===== config.mk =====
export PLATFORM = sky130hd
export DESIGN_NAME = variable_length_bit_packer_64_unit
export DESIGN_NICKNAME = d
export VERILOG_FILES = /design/src/vlbp_pkg.sv /design/src/variable_length_bit_packer_64_unit.sv
export SDC_FILE = /design/constraint.sdc
export NUM_CORES = 1
export LEC_CHECK = 0
export ABC_AREA = 1
export BUFFER_PORTS_ARGS = -buffer_cell sky130_fd_sc_hd__buf_2
export CAP_MARGIN = 20
export CORE_MARGIN = 2
export CORE_UTILIZATION = 45
export DETAILED_ROUTE_END_ITERATION = 10
export SLEW_MARGIN = 20
export SYNTH_ARGS = -nofsm -noshare
export SYNTH_HDL_FRONTEND = slang
export SYNTH_SLANG_ARGS = --single-unit
export TNS_END_PERCENT = 20

===== constraint.sdc =====
create_clock -name clk -period 8.4 [get_ports clk]
set_input_delay 0.84 -clock clk [delete_from_list [all_inputs] [get_ports clk]]
set_output_delay 0.84 -clock clk [all_outputs]
set_load 0.05 [all_outputs]

===== src/vlbp_pkg.sv =====
`default_nettype none
package vlbp_pkg;

  localparam int WORD_BITS = 64;
  localparam int LEN_W = 7;

  localparam logic [LEN_W-1:0] WORD_LEN = LEN_W'(WORD_BITS);

  localparam logic CMD_APPEND = 1'b0;
  localparam logic CMD_FLUSH  = 1'b1;

endpackage
`default_nettype wire


===== src/variable_length_bit_packer_64_unit.sv =====
// A request is held in the input register; a word it emits goes to the output register.
// Throughput: one request per cycle unless stalled; then in_ready follows out_ready.
// The input register stalls only when it holds a request that emits a word
// while the output register is full and not being taken.
// Reset (synchronous, rst_n low) empties both registers and the pending word.
`default_nettype none
module variable_length_bit_packer_64_unit (
  input  wire                              clk,
  input  wire                              rst_n,
  input  wire                              in_valid,
  output logic                             in_ready,
  input  wire                              in_command,
  input  wire  [vlbp_pkg::WORD_BITS-1:0]   in_code_bits,
  input  wire  [vlbp_pkg::LEN_W-1:0]       in_code_length,
  output logic                             out_valid,
  input  wire                              out_ready,
  output logic [vlbp_pkg::WORD_BITS-1:0]   out_packed_word,
  output logic                             out_is_partial
);

  logic                            s1_valid_r;
  logic                            s1_cmd_r;
  logic [vlbp_pkg::WORD_BITS-1:0]  s1_code_r;
  logic [vlbp_pkg::LEN_W-1:0]      s1_len_r;

  logic [vlbp_pkg::WORD_BITS-1:0]  pend_r, pend_nxt;
  logic [vlbp_pkg::LEN_W-1:0]      free_r, free_nxt;

  logic                            out_valid_r;
  logic [vlbp_pkg::WORD_BITS-1:0]  out_word_r, out_word_nxt;
  logic                            out_part_r, out_part_nxt;

  logic                            emit;
  logic                            advance;
  logic [vlbp_pkg::LEN_W-1:0]      len_sat;
  logic [vlbp_pkg::WORD_BITS-1:0]  code_m;
  logic [vlbp_pkg::WORD_BITS-1:0]  code_sh;

  always_comb begin
    len_sat = (s1_len_r > vlbp_pkg::WORD_LEN) ? vlbp_pkg::WORD_LEN : s1_len_r;
    code_m  = s1_code_r & ~({vlbp_pkg::WORD_BITS{1'b1}} >> len_sat);
    code_sh = code_m >> (vlbp_pkg::WORD_LEN - free_r);

    emit         = 1'b0;
    pend_nxt     = pend_r;
    free_nxt     = free_r;
    out_word_nxt = pend_r | code_sh;
    out_part_nxt = 1'b0;

    if (s1_cmd_r == vlbp_pkg::CMD_FLUSH) begin
      out_word_nxt = pend_r;
      out_part_nxt = 1'b1;
      if (free_r != vlbp_pkg::WORD_LEN) begin
        emit     = 1'b1;
        pend_nxt = '0;
        free_nxt = vlbp_pkg::WORD_LEN;
      end
    end else if (len_sat != '0) begin
      if (len_sat < free_r) begin
        pend_nxt = pend_r | code_sh;
        free_nxt = free_r - len_sat;
      end else begin
        emit = 1'b1;
        if (len_sat == free_r) begin
          pend_nxt = '0;
          free_nxt = vlbp_pkg::WORD_LEN;
        end else begin
          pend_nxt = code_m << free_r;
          free_nxt = vlbp_pkg::WORD_LEN - (len_sat - free_r);
        end
      end
    end
  end

  assign advance  = s1_valid_r && (!emit || !out_valid_r || out_ready);
  assign in_ready = !s1_valid_r || advance;

  always_ff @(posedge clk) begin
    if (!rst_n) begin
      s1_valid_r  <= 1'b0;
      pend_r      <= '0;
      free_r      <= vlbp_pkg::WORD_LEN;
      out_valid_r <= 1'b0;
    end else begin
      if (in_ready) begin
        s1_valid_r <= in_valid;
      end
      if (advance) begin
        pend_r <= pend_nxt;
        free_r <= free_nxt;
      end
      if (advance && emit) begin
        out_valid_r <= 1'b1;
      end else if (out_ready) begin
        out_valid_r <= 1'b0;
      end
    end
  end

  always_ff @(posedge clk) begin
    if (in_ready && in_valid) begin
      s1_cmd_r  <= in_command;
      s1_code_r <= in_code_bits;
      s1_len_r  <= in_code_length;
    end
    if (advance && emit) begin
      out_word_r <= out_word_nxt;
      out_part_r <= out_part_nxt;
    end
  end

  assign out_valid       = out_valid_r;
  assign out_packed_word = out_word_r;
  assign out_is_partial  = out_part_r;

endmodule
`default_nettype wire


# After elaboration in Yosys (flattened, before gate mapping)
# Cells that the tools add are included.
dict set report totals {
  regBits 210
  elab_cells 56
}
dict set report op_classes {
  add_sub_neg 4
  order_cmp 2
  eq_ne 3
  shift 3
  n_mux 19
  bitwise_logic 3
  reduce_logical 13
}
# operator count
set op_table {}
lappend op_table {{2-to-1 mux 64 bit} 6}
lappend op_table {{bitwise AND 64 bit} 1}
lappend op_table {{inverter 64 bit} 1}
lappend op_table {{OR 64 bit} 1}
lappend op_table {{left shift 64 x 7 -> 64 bit} 1}
lappend op_table {{right shift 64 x 7 -> 64 bit} 1}
lappend op_table {{right shift 64 x 7 -> 64 bit (first input constant)} 1}
lappend op_table {{2-to-1 mux 7 bit} 6}
lappend op_table {{subtractor 7 bit} 2}
lappend op_table {{subtractor 7 bit (first input constant)} 2}
lappend op_table {{equality test 7 bit} 1}
lappend op_table {{> comparator 7 bit (second input constant)} 1}
lappend op_table {{less-than comparator 7 bit} 1}
lappend op_table {{2-to-1 mux 1 bit} 7}
lappend op_table {{inequality test 7 bit (second input constant)} 1}
lappend op_table {{nonzero test 7 bit} 1}
lappend op_table {{nonzero test 2 bit} 2}
lappend op_table {{logical AND 1 bit} 3}
lappend op_table {{zero test 1 bit} 3}
lappend op_table {{logical OR 1 bit} 3}
lappend op_table {{AND reduction 3 bit} 1}
lappend op_table {{inequality test 2 x 1 -> 1 bit (second input constant)} 1}

# Logic depth before layout (Yosys ltp)
dict set report depth {
  depth_word 12
  ltp_mapped 23
  ltp_nobuf 21
}

# Worst setup path after synthesis
# No wires, ideal clock.
dict set report synth_timing {
  kind {reg2reg}
  from {register s1_len_r[6] in the netlist's numbering}
  to {register s1_cmd_r, enable pin}
  setup_ns 0.426
  arrival_ns 4.145
  t_required_ns 7.974
  path_slack_ns 3.829
  path_stages_with_launch 19
  cell_sequence {edfxtp_1 -> buf_4 -> inv_4 -> nand2_1 -> ha_1 -> inv_1 -> fa_1 -> o21ai_2 -> nand3_2 -> nand2_2 -> nand3_1 -> and2_4 -> nor2_4 -> nand2_1 -> nand2_1 -> inv_2 -> nand4_1 -> nand2_1 -> inv_1}
}
dict set report synth_between {
  elab_chain_cells 12
  elab_cells_between_ends 13
}
# item line_no
set synth_lines {}
lappend synth_lines {{from (decl)} variable_length_bit_packer_64_unit.sv:24} ;# logic [vlbp_pkg::LEN_W-1:0] s1_len_r;
lappend synth_lines {{from (signal assigned)} variable_length_bit_packer_64_unit.sv:104} ;# s1_len_r <= in_code_length;
lappend synth_lines {{> comparator 7 bit} variable_length_bit_packer_64_unit.sv:40} ;# len_sat = (s1_len_r > vlbp_pkg::WORD_LEN) ? vlbp_pkg::WORD_LEN : s1_len_r;
lappend synth_lines {{2-to-1 mux 7 bit (*)} variable_length_bit_packer_64_unit.sv:40}
lappend synth_lines {{less-than comparator 7 bit} variable_length_bit_packer_64_unit.sv:59} ;# if (len_sat < free_r) begin
lappend synth_lines {{2-to-1 mux 1 bit} variable_length_bit_packer_64_unit.sv:59}
lappend synth_lines {{2-to-1 mux 1 bit (*)} variable_length_bit_packer_64_unit.sv:58} ;# end else if (len_sat != '0) begin
lappend synth_lines {{2-to-1 mux 1 bit (*)} variable_length_bit_packer_64_unit.sv:50} ;# if (s1_cmd_r == vlbp_pkg::CMD_FLUSH) begin
lappend synth_lines {{zero test 1 bit (*)} variable_length_bit_packer_64_unit.sv:75} ;# assign advance = s1_valid_r && (!emit || !out_valid_r || out_ready);
lappend synth_lines {{logical OR 1 bit (*) (2 in series)} variable_length_bit_packer_64_unit.sv:75}
lappend synth_lines {{logical AND 1 bit (*)} variable_length_bit_packer_64_unit.sv:75}
lappend synth_lines {{logical OR 1 bit (*)} variable_length_bit_packer_64_unit.sv:76} ;# assign in_ready = !s1_valid_r || advance;
lappend synth_lines {{net in_ready} variable_length_bit_packer_64_unit.sv:11} ;# output logic in_ready,
lappend synth_lines {{logical AND 1 bit (*)} variable_length_bit_packer_64_unit.sv:101} ;# if (in_ready && in_valid) begin
lappend synth_lines {{to (signal assigned)} variable_length_bit_packer_64_unit.sv:102} ;# s1_cmd_r <= in_command;
lappend synth_lines {{to (decl)} variable_length_bit_packer_64_unit.sv:22} ;# logic s1_cmd_r;
# Mark *: on every way through the listed nets, which the timed path passes. The rest lies on a longest branch.
# A chain may end at the register's enable or synchronous reset.

# Worst setup path in the final report
dict set report layout_timing {
  from {register s1_len_r[6] in the netlist's numbering}
  to {register free_r[0] in the netlist's numbering}
}
dict set report layout_between {
  elab_chain_cells 11
  elab_cells_between_ends 21
}
# item line_no
set layout_lines {}
lappend layout_lines {{> comparator 7 bit} variable_length_bit_packer_64_unit.sv:40}
lappend layout_lines {{2-to-1 mux 7 bit (*)} variable_length_bit_packer_64_unit.sv:40}
lappend layout_lines {{parallel branches: the longest is 9 deep, another holds subtractor 7 bit} --}
lappend layout_lines {{to (signal assigned)} variable_length_bit_packer_64_unit.sv:82} ;# free_r <= vlbp_pkg::WORD_LEN;
lappend layout_lines {{to (signal assigned)} variable_length_bit_packer_64_unit.sv:90} ;# free_r <= free_nxt;
lappend layout_lines {{to (decl)} variable_length_bit_packer_64_unit.sv:27} ;# logic [vlbp_pkg::LEN_W-1:0] free_r, free_nxt;
# Every way passes the cells marked *. The select of a mux whose other input is x is not followed.

==> impl_metrics.sql <==
INSERT INTO impl_metrics (metric_group, metric, value, unit) VALUES
('global_routing', 'globalRouteTotalUtil', '38.7', '%'),
('hold_path', 'min_from', 'in_code_bits[21]', ''),
('power', 'power_per_cell_area', '197', 'nW/µm²'),
('finish', 'final_cell_mix', 'nand2_1, nand3_1, o21ai_0, buf_2, inv_1', ''),
('setup_path', 'worst-path-max-fanout', '54', ''),
('sta', 'slew_headroom', '20.9', '%'),
('floorplan', 'core_region_area', '37600', 'µm²'),
('detailed_routing', 'dr.first_iter.drc_count', '3103', ''),
('synth', 'synth-async-reset-ratio', '0', '%'),
('cts', 'numCtsBuffers', '23', ''),
('synth', 'yosysWarningCount', '0', ''),
('global_routing', 'pin_count_of_the_biggest_net_entering_global_routing', '74', ''),
('power', 'share_comb_of_total_power', '38.3', '%'),
('floorplan', 'placementRows', '71', ''),
('floorplan', 'fp.dieW', '199', 'µm'),
('floorplan', 'start_util', '45.7', '%'),
('cts', 'clk_pin_slew_worst_paths', '0.06', 'ns'),
('sta', 'setup_viol', '0', ''),
('hold_path', 'holdCritPathClass', 'primary input to flip-flop', ''),
('detailed_routing', 'detail-route-antenna-nets', '0', ''),
('synth', 'synthCells', '2750', ''),
('status', 'outcome', 'completed', ''),
('synth', 'synthFlopType', 'edfxtp_1', ''),
('power', 'total_switching_power', '1530', 'µW'),
('power', 'clock_power_share', '29.7', '%'),
('synth', 'yosys-mux-area-fraction', '0.0583', '%'),
('sta', 'drv_slew', '0', ''),
('sta', 'finalHoldViolCount', '0', ''),
('setup_path', 'critical_path_arrival', '5.80', 'ns'),
('synth', 'post_synth_xor_area_fraction', '0.561', '%'),
('placed_design', 'hpwl', '59.3', 'mm'),
('power', 'power.ir.vdd_worst', '167', 'µV'),
('power', 'switching_share', '41.1', '%'),
('sta', 'finalCriticalPeriod', '5.32', 'ns'),
('cts', 'ctsHtreeMaxLevel', '1', ''),
('cts', 'worst_skew_pair.late_latency', '0.56', 'ns'),
('sta', 'max_slew.worst_pin.slew', '1.17', 'ns'),
('cts', 'post_cts_hold_buffer_count', '0', ''),
('synth', 'synth_compound_gate_area_share', '11.9', '%'),
('detailed_routing', 'route.detailed.drc', '0', ''),
('finish', 'area_overhead_of_the_layout_relative_to_synthesis', '9.69', '%'),
('cts', 'root_buffer', 'clkbuf_16', ''),
('finish', 'final_common_cell', 'nand2_1', ''),
('synth', 'postSynthRegisterBits', '210', ''),
('setup_path', 'end_kind', 'flip-flop', ''),
('sta', 'layout_worst_path_cycle_share', '63.4', '%'),
('sta', 'grt_setup_unrepaired', 'false', ''),
('finish', 'finalNetCount', '2857', ''),
('finish', 'post_layout_nonfiller_instances', '3289', ''),
('detailed_routing', 'routed-via-count', '19653', ''),
('global_routing', 'globalRoute.totalOverflow', '0', ''),
('global_routing', 'grt_pass1_wl', '113', 'mm'),
('synth', 'synth_simple_gate_area_share', '45.0', '%'),
('synth', 'seq_area_frac_synth', '32.5', '%'),
('synth', 'synth-adder-area-share', '1.69', '%'),
('placed_design', 'i_o_buffers', '142', ''),
('setup_path', 'rrSetupSlack', '3.08', 'ns'),
('synth', 'postSynthNetCount', '2845', ''),
('cts', 'cts_setup_buffers', '0', ''),
('cts', 'cts_num_sinks', '210', ''),
('finish', 'num_antenna_cells', '0', ''),
('sta', 'fmax', '188', 'MHz'),
('power', 'internal_cell_power', '2190', 'µW'),
('placed_design', 'placed_cells', '3248', ''),
('synth', 'dominant_combinational_cell_family_by_area_after_synthesis', 'simple AND/OR/NAND/NOR gates', ''),
('sta', 'fin_worst_hold_slack', '0.457', 'ns'),
('floorplan', 'fp.dieH', '199', 'µm'),
('power', 'share_seq_of_total_power', '32.1', '%'),
('flow_run', 'max_cap_violations', '0', ''),
('synth', 'synth_area', '17200', 'µm²'),
('synth', 'synth-edff-count', '137', '');
[routing by layer]
layer	track usage (%)	vias to the layer above	wire (µm)
met5	0	-	0
met1	52.0	9070	31200
met3	7.12	179	7560
li1	-	9298	-
met4	24.1	0	5640
met2	57.6	1106	32500
[cells by family (layout without fill, tap and decap cells)]
kind of cell	Yosys count	in the layout
and+or+nand+nor	1790	1790
AOI/OAI and AO/OA	372	372
buffers and inverters	347	375
DFF	210	210
adders and majority gates	19	19
xor gates and xnor gates	11	11
muxes	1	1
[state kept, by name, summed over array words and instances, names as in the netlist]
signal and flops:
s1_valid_r 1, s1_len_r 7, out_valid 1, out_is_partial 1
s1_cmd_r 1, s1_code_r 64, free_r 7, out_packed_word 64
pend_r 64
[power groups by stage]
stage	registers, µW	clock network (µW)	logic, µW
5_1_grt	1200	1150	1530
4_1_cts	1190	1110	1370
6_report	1190	1100	1420
2_1_floorplan	1270	0	858
3_3_place_gp	1210	0	1370
3_5_place_dp	1210	0	1370
[metrics by stage]
stage | power, µW | area [µm²]
CTS | 3680 | 18800
floorplan | 2130 | 17200
global placement | 2580 | 18000
finish | 3720 | 18800
global route | 3880 | 18800
detailed placement | 2580 | 18000
[layout make-up]
cell class | instances | area, µm²
Multi-Input combinational cell | 2193 | 10200
Sequential cell | 210 | 5580
Clock buffer | 26 | 587
Timing Repair Buffer | 176 | 966
Fill cell | 4053 | 18800
Tap cell | 511 | 639
Clock inverter | 15 | 229
Inverter | 158 | 596
[synth_stat cells (all sizes together) (12+ instances only)]
cell type / count / area [µm²]
a21oi: 121 / 606
buf: 85 / 423
clkbuf: 104 / 390
dfxtp: 73 / 1460
edfxtp: 137 / 4110
ha: 12 / 150
inv: 153 / 577
nand2: 1004 / 3780
nand3: 664 / 3350
nand4: 22 / 138
nor2: 75 / 304
o211ai: 42 / 315
o21ai: 171 / 860
o31ai: 13 / 97.6
or2: 15 / 93.8
[path summary, 6_finish.rpt]
path | endpoint | cells after the start
max reg2reg | free_r[0] | 21
min reg2reg | pend_r[55] | 2
min | s1_code_r[21] | 1
max | free_r[0] | 21
[worst max-delay path, stage by stage, from the launching register on]
cell,delay [ns]
edfxtp_1,0.62
inv_4,0.25
nand2_1,0.33
ha_1,0.25
inv_1,0.09
fa_1,0.40
o21ai_2,0.10
nand3_2,0.10
nand2_2,0.08
nand3_1,0.06
and2_4,0.16
nor2_4,0.06
buf_4,0.53
nand2_1,0.15
nand2_1,0.11
inv_2,0.05
nand3_2,0.07
nand3_4,0.11
nor2_4,0.52
buf_4,0.67
o21ai_0,0.21
a21oi_1,0.17
(Power assumes the default switching activity.)
